$ cat src/hdl/gscc_pkg.sv
// Shared types and constants for the grid small cluster cleaner.
// No dependencies; imported by gscc_clean, the top level and the testbench.
`timescale 1ns / 1ps
`default_nettype none
package gscc_pkg;

  localparam int DEF_MAX_ROWS = 256;
  localparam int DEF_MAX_COLS = 256;
  localparam int DIM_W        = 9;
  localparam int CELL_OUT_W   = 7;
  localparam logic [CELL_OUT_W-1:0] CELL_OCC  = CELL_OUT_W'(100);
  localparam logic [CELL_OUT_W-1:0] CELL_FREE = '0;

  typedef enum logic [1:0] {
    REQ_LOAD  = 2'd0,
    REQ_CLEAN = 2'd1,
    REQ_READ  = 2'd2,
    REQ_NONE  = 2'd3
  } req_t;

  typedef enum logic [0:0] {
    CFG_ROWS = 1'b0,
    CFG_COLS = 1'b1
  } cfg_idx_t;

  typedef enum logic [3:0] {
    SQ_IDLE, SQ_RD_TGT, SQ_TGT_W, SQ_RD_CELL, SQ_CELL_W, SQ_TRY,
    SQ_RD_RING, SQ_RING_W, SQ_FILL, SQ_FAIL, SQ_ADV, SQ_DONE
  } seq_state_t;

  typedef enum logic [1:0] {
    SH_1X1, SH_1X2, SH_2X1, SH_2X2
  } shape_t;

  // memory port controls driven by the clean sequencer
  typedef struct packed {
    logic rd_en;
    logic wr_en;
    logic wr_data;
  } mem_ctl_t;

  // zero acts as one, anything above the maximum acts as the maximum
  function automatic logic [DIM_W-1:0] eff_dim(input logic [DIM_W-1:0] raw,
                                               input int max_dim);
    logic [DIM_W-1:0] res;
    res = raw;
    if (raw == '0) res = DIM_W'(1);
    else if (int'(raw) > max_dim) res = DIM_W'(max_dim);
    return res;
  endfunction

endpackage
`default_nettype wire

$ cat src/hdl/gscc_clean.sv
// Clean pass sequencer: walks interior cells, checks rings and fills shapes
// through read-modify-write of the occupancy RAM. Depends on gscc_pkg.
`timescale 1ns / 1ps
`default_nettype none
module gscc_clean import gscc_pkg::*; #(
  parameter int AW = 16
) (
  input  wire logic             clk,
  input  wire logic             rst,
  input  wire logic             start,
  input  wire logic [DIM_W-1:0] rows,
  input  wire logic [DIM_W-1:0] cols,
  input  wire logic             rd_data,
  output mem_ctl_t              mem_ctl,
  output logic      [AW-1:0]    rd_addr,
  output logic      [AW-1:0]    wr_addr,
  output logic                  busy,
  output logic                  done
);
  seq_state_t state, state_next;
  shape_t shape;
  logic [DIM_W-1:0] r, c;
  logic [AW-1:0] row_addr, ring_row;
  logic [1:0] dr, dc, fi, h, w;
  logic tgt, cur;
  logic in_blk, last, fits, fill_ok, row_more, col_more;
  logic [DIM_W:0] r_ext, c_ext;

  assign h = (shape == SH_2X1 || shape == SH_2X2) ? 2'd2 : 2'd1;
  assign w = (shape == SH_1X2 || shape == SH_2X2) ? 2'd2 : 2'd1;
  assign r_ext = {1'b0, r};
  assign c_ext = {1'b0, c};
  assign in_blk = dr >= 2'd1 && dr <= h && dc >= 2'd1 && dc <= w;
  assign last = (dc == w + 2'd1) && (dr == h + 2'd1);
  // block plus ring must stay inside the grid
  assign fits = (r_ext + {8'd0, h} + 10'd1 <= {1'b0, rows})
             && (c_ext + {8'd0, w} + 10'd1 <= {1'b0, cols});
  assign fill_ok = ({1'b0, fi[1]} < h) && ({1'b0, fi[0]} < w);
  assign col_more = c_ext + 10'd2 < {1'b0, cols};
  assign row_more = r_ext + 10'd2 < {1'b0, rows};

  always_comb begin
    state_next = state;
    unique case (state)
      SQ_IDLE:    if (start) state_next = (rows < DIM_W'(3) || cols < DIM_W'(3))
                                          ? SQ_DONE : SQ_RD_TGT;
      SQ_RD_TGT:  state_next = SQ_TGT_W;
      SQ_TGT_W:   state_next = SQ_RD_CELL;
      SQ_RD_CELL: state_next = SQ_CELL_W;
      SQ_CELL_W:  state_next = (rd_data == tgt) ? SQ_ADV : SQ_TRY;
      SQ_TRY:     state_next = fits ? SQ_RD_RING : SQ_FAIL;
      SQ_RD_RING: state_next = in_blk ? SQ_RD_RING : SQ_RING_W;
      SQ_RING_W:  state_next = (rd_data != tgt) ? SQ_FAIL : (last ? SQ_FILL : SQ_RD_RING);
      SQ_FILL:    state_next = (fi == 2'd3) ? SQ_ADV : SQ_FILL;
      SQ_FAIL:    state_next = (shape == SH_2X2) ? SQ_ADV : SQ_TRY;
      SQ_ADV:     state_next = col_more ? SQ_RD_CELL : (row_more ? SQ_RD_TGT : SQ_DONE);
      SQ_DONE:    state_next = SQ_IDLE;
      default:    state_next = SQ_IDLE;
    endcase
  end

  always_comb begin
    mem_ctl = '0;
    rd_addr = row_addr;
    wr_addr = row_addr + (fi[1] ? AW'(cols) : '0) + AW'(c) + AW'(fi[0]);
    unique case (state)
      SQ_RD_CELL: begin
        mem_ctl.rd_en = 1'b1;
        rd_addr = row_addr + AW'(c);
      end
      SQ_RD_TGT:  mem_ctl.rd_en = 1'b1;
      SQ_RD_RING: begin
        mem_ctl.rd_en = !in_blk;
        rd_addr = ring_row + AW'(c) - AW'(1) + AW'(dc);
      end
      SQ_FILL: begin
        mem_ctl.wr_en   = fill_ok;
        mem_ctl.wr_data = tgt;
      end
      default: ;
    endcase
    busy = state != SQ_IDLE;
    done = state == SQ_DONE;
  end

  always_ff @(posedge clk) begin
    if (rst) state <= SQ_IDLE;
    else     state <= state_next;
  end

  always_ff @(posedge clk) begin
    unique case (state)
      SQ_IDLE: begin
        r <= DIM_W'(1);
        row_addr <= AW'(cols);
      end
      SQ_TGT_W: begin
        tgt <= rd_data;
        c <= DIM_W'(1);
      end
      SQ_CELL_W: begin
        cur <= rd_data;
        shape <= SH_1X1;
      end
      SQ_TRY: begin
        dr <= 2'd0;
        dc <= 2'd0;
        ring_row <= row_addr - AW'(cols);
      end
      SQ_RD_RING, SQ_RING_W: begin
        // step the ring walk after a skipped inner cell or a matching read
        if ((state == SQ_RD_RING && in_blk) || (state == SQ_RING_W && !last)) begin
          if (dc == w + 2'd1) begin
            dc <= 2'd0;
            dr <= dr + 2'd1;
            ring_row <= ring_row + AW'(cols);
          end else begin
            dc <= dc + 2'd1;
          end
        end
        fi <= 2'd0;
      end
      SQ_FILL: fi <= fi + 2'd1;
      SQ_FAIL: begin
        if (shape == SH_2X2) tgt <= cur;
        else shape <= shape_t'(shape + 2'd1);
      end
      SQ_ADV: begin
        if (col_more) begin
          c <= c + DIM_W'(1);
        end else begin
          r <= r + DIM_W'(1);
          row_addr <= row_addr + AW'(cols);
        end
      end
      default: ;
    endcase
  end
endmodule
`default_nettype wire

$ cat config.mk
export PLATFORM = sky130hd
export DESIGN_NAME = gscc_clean
export DESIGN_NICKNAME = d
export VERILOG_FILES = /design/src/hdl/gscc_pkg.sv /design/src/hdl/gscc_clean.sv
export SDC_FILE = /design/constraint.sdc
export NUM_CORES = 1
export LEC_CHECK = 0
export ABC_CLOCK_PERIOD_IN_PS = 4050
export BUFFER_PORTS_ARGS = -buffer_cell sky130_fd_sc_hd__buf_4
export CAP_MARGIN = 30
export CORE_MARGIN = 8
export CORE_UTILIZATION = 55
export CTS_CLUSTER_DIAMETER = 60
export DETAILED_ROUTE_END_ITERATION = 6
export GPL_TIMING_DRIVEN = 0
export PLACE_DENSITY = 0.78
export SLEW_MARGIN = 20
export SYNTH_ARGS = -nofsm -noshare
export SYNTH_HDL_FRONTEND = slang
export SYNTH_SLANG_ARGS = --single-unit
$ cat constraint.sdc
create_clock -name clk -period 4.05 [get_ports clk]
set_input_delay 0.2025 -clock clk [delete_from_list [all_inputs] [get_ports clk]]
set_output_delay 0.2025 -clock clk [all_outputs]
set_load 0.005 [all_outputs]
Word-level counts from Yosys, hierarchy flattened
Index checks and enable logic that the tools add are counted.
{ "totals": {"regBits": 64, "latchBits": 0, "mem_bits_rw": 0, "rom_bits": 0, "in_bits": 22, "out_inout_bits": 37, "wordCells": 141, "mem_count": 0} }
{ "op_classes": {"add_sub_neg": 24, "multipliers": 0, "div": 0, "n_lt_le_gt_ge": 12, "eq_ne": 26, "shifts": 0, "n_mux": 38, "bitwise": 0, "n_reduce_logical": 30} }
{ "ops": {"columns": ["cell", "count"], "rows": [
  ["adder 16 x 9 -> 16 bit", 6],
  ["case mux 16 bit (2 select lines)", 3],
  ["two-way mux 16 bit", 3],
  ["case mux 4 bit (11 select lines)", 1],
  ["two-way mux 4 bit", 9],
  ["case mux 9 bit (2 select lines)", 2],
  ["two-way mux 9 bit", 3],
  ["adder 10 x 1 -> 10 bit (second input constant)", 2],
  ["adder 9 x 2 -> 10 bit", 2],
  ["adder 9 x 2 -> 10 bit (second input constant)", 2],
  ["<= comparator 10 x 9 -> 1 bit", 2],
  ["less-than comparator 10 x 9 -> 1 bit", 2],
  ["adder 9 x 1 -> 9 bit (second input constant)", 2],
  ["less-than comparator 9 x 2 -> 1 bit (second input constant)", 2],
  ["two-way mux 2 bit", 9],
  ["adder 16 x 1 -> 16 bit", 1],
  ["adder 16 x 2 -> 16 bit", 1],
  ["equality test 4 x 3 -> 1 bit (second input constant)", 4],
  ["equality test 4 bit (second input constant)", 4],
  ["case mux 2 bit (2 select lines)", 4],
  ["subtractor 16 x 1 -> 16 bit (second input constant)", 1],
  ["subtractor 16 x 9 -> 16 bit", 1],
  ["!= test 2 bit (second input constant)", 7],
  ["adder 2 x 1 -> 2 bit (second input constant)", 6],
  ["21 further kinds", 51]
]} }

Longest topological paths before layout
{ "depth": {"word_depth": 11, "depth_mapped": 17, "ltp_nobuf": 17} }

Worst setup path before layout
No wires, ideal clock.
{ "synth_path": {"path_type": "register -> register", "from": "register shape[0]", "to": "register dr[0], enable pin", "setup_ns": 0.416, "arrival_time_ns": 3.299, "t_required_ns": 3.634, "path_slack_ns": 0.336, "stages_incl_launch_ff": 10, "path_buffers": 0, "period_less_slack_ns": 3.714, "cell_sequence": "edfxtp_1 ha_1 nor2_1 ha_1 a21oi_1 a21oi_1 or4_1 nor2_1 a21oi_1 nor3_1"} }
{ "synth_between": {"elab_chain_len": 11, "word_cells_on_any_way": 24, "cone_classes": "add/sub: 2; order compare: 2; eq/ne: 7; mux: 2; reduce/logical: 11"} }
{ "synth_rtl": {"columns": ["element", "line_no", "source"], "rows": [
  ["start: declaration", "gscc_clean.sv:21", "shape_t shape;"],
  ["start signal: assignment", "gscc_clean.sv:126", "else shape <= shape_t'(shape + 2'd1);"],
  ["equality test 2 x 1 -> 1 bit, or another cell as far along", "gscc_clean.sv:30", "assign w = (shape == SH_1X2 || shape == SH_2X2) ? 2'd2 : 2'd1;"],
  ["logical OR 1 bit (on tied branches)", "gscc_clean.sv:30, gscc_clean.sv:29", null],
  ["two-way mux 2 bit (on tied branches)", "gscc_clean.sv:30, gscc_clean.sv:29", null],
  ["adder 2 x 1 -> 2 bit, or another cell as far along", "gscc_clean.sv:34, gscc_clean.sv:113", null],
  ["equality test 2 bit, or another cell as far along", "gscc_clean.sv:34, gscc_clean.sv:113", null],
  ["logical AND 1 bit (on tied branches)", "gscc_clean.sv:34, gscc_clean.sv:33", null],
  ["logical NOT 1 bit or logical AND 1 bit (tied branches)", "gscc_clean.sv:112, gscc_clean.sv:33", null],
  ["logical AND 1 bit", "gscc_clean.sv:112", "if ((state == SQ_RD_RING && in_blk) || (state == SQ_RING_W && !last)) begin"],
  ["logical OR 1 bit", "gscc_clean.sv:112", null],
  ["!= test 2 bit (no source line)", null, null],
  ["AND reduction 3 bit (no source line) (*)", null, null],
  ["end signal: assignment", "gscc_clean.sv:115", "dr <= dr + 2'd1;"],
  ["end: declaration", "gscc_clean.sv:24", "logic [1:0] dr, dc, fi, h, w;"]
]} }
Mark *: on every way between the ends. The rest lies on a longest branch, timed or not.
A chain may end at the register's enable or synchronous reset.

Worst setup path in the final report
{ "layout_path": {"from": "register c[2]", "to": "output rd_addr[15]"} }
{ "layout_between": {"elab_chain_len": 4, "word_cells_on_any_way": 5, "cone_classes": "add/sub: 4; mux: 1"} }
{ "layout_rtl": {"columns": ["element", "line_no", "source"], "rows": [
  ["start: declaration", "gscc_clean.sv:22", "logic [DIM_W-1:0] r, c;"],
  ["start signal: assignment", "gscc_clean.sv:130", "c <= c + DIM_W'(1);"],
  ["adder 16 x 9 -> 16 bit", "gscc_clean.sv:74", "rd_addr = ring_row + AW'(c) - AW'(1) + AW'(dc);"],
  ["subtractor 16 x 1 -> 16 bit", "gscc_clean.sv:74", null],
  ["adder 16 x 2 -> 16 bit", "gscc_clean.sv:74", null],
  ["case mux 16 bit (2 select lines) (*)", "gscc_clean.sv:66", "unique case (state)"],
  ["end: declaration", "gscc_clean.sv:15", "output logic [AW-1:0] rd_addr,"]
]} }
Marked as above.

==> results by group <==
Run status
  • Run status: complete, no violations

Pwr
  • Pwr dens: 343.1 nW/um^2
  • Post-layout power: 3.397 mW
  • Maximum VDD drop: 0.1985 mV
  • Lkg Pwr: 4.375 nW

Clocking
  • CTS tree: yes
  • CTS Buf Count: 9
  • Reg clk slew, reported paths: roughly 0.05 ns
  • H-tree depth: 3
  • Clock sinks: between 60 and 70
  • Clk buf depth: 2
  • Clk_lat worst skew: between 0.3 and 0.4 ns
  • Clk root buf: clkbuf_16

Placed design
  • DP Worst Slack: -0.2101 ns
  • Post-DP Area: roughly 9500 sq um
  • Placed Cells: 1313
  • I/O Buffers: 58
  • Final GP Congestion: 0.9486
  • Post-DP HPWL: 19.53 mm

Hold path
  • Worst min path class: primary input to register

Die
  • Row Count: 46
  • Die width: around 140 microns
  • Full die area: 20150 sq um
  • DIE HEIGHT: 142.0 microns
  • Initial Util: 0.5553
  • Core ar.: 15710 sq um
  • Io pins: 59

Synthesis
  • Average footprint of a synthesized cell: 8.413 sq um
  • Synthesized flop and latch total: 64
  • Mapped Nets: 1217
  • Synth warn: 0
  • Post-synthesis cell count: 1037
  • Synth unique cells: slightly above 80
  • Synth Flop Type: edfxtp_1
  • Cell area after synthesis: a little under 9000 sq um
  • Seq/Total Area, Yosys: 0.2157
  • Post-synth EDFFs: 60
  • Asr flop ratio synth: 0

Setup path
  • Worst path bufs/invs: 4
  • Required @ worst endpoint: between 3 and 4 ns
  • Setup CP Type: register to output pin
  • Worst path slowest cell: edfxtp_1
  • Setup crit end kind: output pin
  • Crit path cell chain: clkbuf_2 > inv_1 > ha_1 > inv_1 > ha_1 > fa_1 > a21oi_2 > o22ai_1 > nand2b_4 > a21oi_4 > nor4b_1 > a31o_1 > a211o_1 > buf_4
  • CP peak stage delay: roughly 0.48 ns
  • CP Launch Type: register
  • Largest delay share family, worst path: adder cells
  • CP arrival: 3.71 ns
  • Crit path max fanout: 7

Drt
  • Vias per inst: between 5 and 6
  • DRT antenna net count: 0
  • Via count: about 8000
  • Pre-antenna DRT Iters: 6
  • WL/cell: 18.39 microns
  • # DRC: 0
  • Iteration-0 DRC Markers: 644
  • Routed wire length: 24.60 mm

STA
  • Fmax: 0.2558 GHz
  • Tmin final: between 3 and 4 ns
  • Final hold violation count: 0
  • Worst-Margin Slew: roughly 0.74 ns
  • RSZ-0062 raised after global routing: no
  • Worst relative slew slack: 0.5035
  • Setup Viol. Count Final: 0
  • Clock Skews: ~0.0061 ns
  • Setup ws final: 0.1403 ns
  • Final period util: 0.9653
  • Slew Limit Fails: 0

Finish
  • Area Growth Syn to Fin: 13.45%
  • Layout cell share with drive strength beyond 1: 0.1310
  • Fillcell total: ~1400
  • Total Nets Final: 1297
  • Antenna Cells: 0
  • Final instance area: 9898 sq um
  • Non-Filler Instances: 1338

Global route
  • First-pass GRT wire length: 39.61 mm
  • Largest net degree at the start of global routing: 26
  • Vias in the first global route: between 7000 and 8000
  • Remaining global-route overflow: 0
  • Initial antenna violation count: 2
  • Total Routing Usage GR: 0.2500

Flow run
  • MaxCap Viol Count: 0
-- metal layers --
metal / global-route usage / part of all wire / up-vias
li1: - / - / 3823
met5: 0 / 0.00085 / -
met1: 0.3374 / 0.44 / 3731
met2: 0.3902 / 0.44 / 317
met3: 0.05334 / 0.098 / 46
met4: 0.08027 / 0.021 / 4
-- cell usage in the layout, fill, tap and decap left out, drive strengths merged, types with 20 or more instances in the layout --
cell	instances
ha	140
nor2	99
inv	97
buf	91
nand2	85
a21oi	74
xnor2	68
o21ai	66
edfxtp	60
xor2	32
clkbuf	25
nand3	20
-- synth_stat cells, types with 13 or more instances --
master	number	area share
a21o_1	13	0.011
a21oi_1	73	0.042
and2_1	17	0.012
and3_1	17	0.012
buf_2	18	0.010
clkbuf_1	15	0.0065
edfxtp_1	60	0.21
fa_1	18	0.041
ha_1	140	0.20
inv_1	97	0.042
nand2_1	85	0.037
nand3_1	20	0.011
nand4_1	13	0.0093
nor2_1	99	0.043
nor3_1	18	0.010
o21a_1	19	0.016
o21ai_0	57	0.033
xnor2_1	68	0.068
xor2_1	32	0.032
-- what timing repair did --
action | 4_1_cts | 5_1_grt
setup endpoints to repair | 10 | 11
hold buffers | 0 | 0
gates resized for setup | 7 | 13
pin swaps | 0 | 3
buffers inserted | 2 | 7
-- cells by family after synthesis --
logic type | Yosys count | share of synthesized area
AO/OA/AOI/OAI | 250 | 0.1880
XOR/XNOR | 100 | 0.1004
multiplexers | 10 | 0.01190
AND/OR/NAND/NOR | 321 | 0.1791
adder cells (fa/ha/maj) | 158 | 0.2421
flip-flops | 64 | 0.2157
buffers and inverters | 134 | 0.06281
-- registers in the layout, indices dropped and copies added, names as in the netlist --
signal	cells
dc	2
dr	2
shape	2
fi	2
ring_row	16
row_addr	16
r	9
cur	1
state	4
tgt	1
c	9
-- layout make-up --
type	instances	area, sq um	area share
Sequential cell	64	1882	0.1901
Buffer	37	185.2	0.01871
Clock inverter	6	83.83	0.008469
Clock buffer	10	229.0	0.02313
Tap cell	216	270.3	0.02730
Timing Repair Buffer	69	518.0	0.05233
Multi-Input combinational cell	839	6366	0.6432
Inverter	97	364.1	0.03678
-- final timing paths --
check           start           to  slack, ns  cells after the start
max              c[2]  rd_addr[15]       0.14                     14
min           rd_data          cur       0.08                      1
max reg2reg  shape[0]     state[1]       0.33                     17
min reg2reg     dr[0]        dr[0]       0.56                      1
-- where the power goes --
part / switching [mW] / internal (mW)
registers: 0.0826 / 0.813
clock network: 0.301 / 0.536
logic: 0.909 / 0.756
-- per-stage QoR --
step	hold WS (ns)	util	setup TNS, ns
2_1_floorplan	0.3014	-	0
3_3_place_gp	0.4249	0.6002	-14.59
3_5_place_dp	0.4241	0.6016	-0.6439
4_1_cts	0.07665	0.6243	0
5_1_grt	0.07813	0.6300	0
6_report	0.08190	0.6300	0
Power figures use the tool's default switching activity.
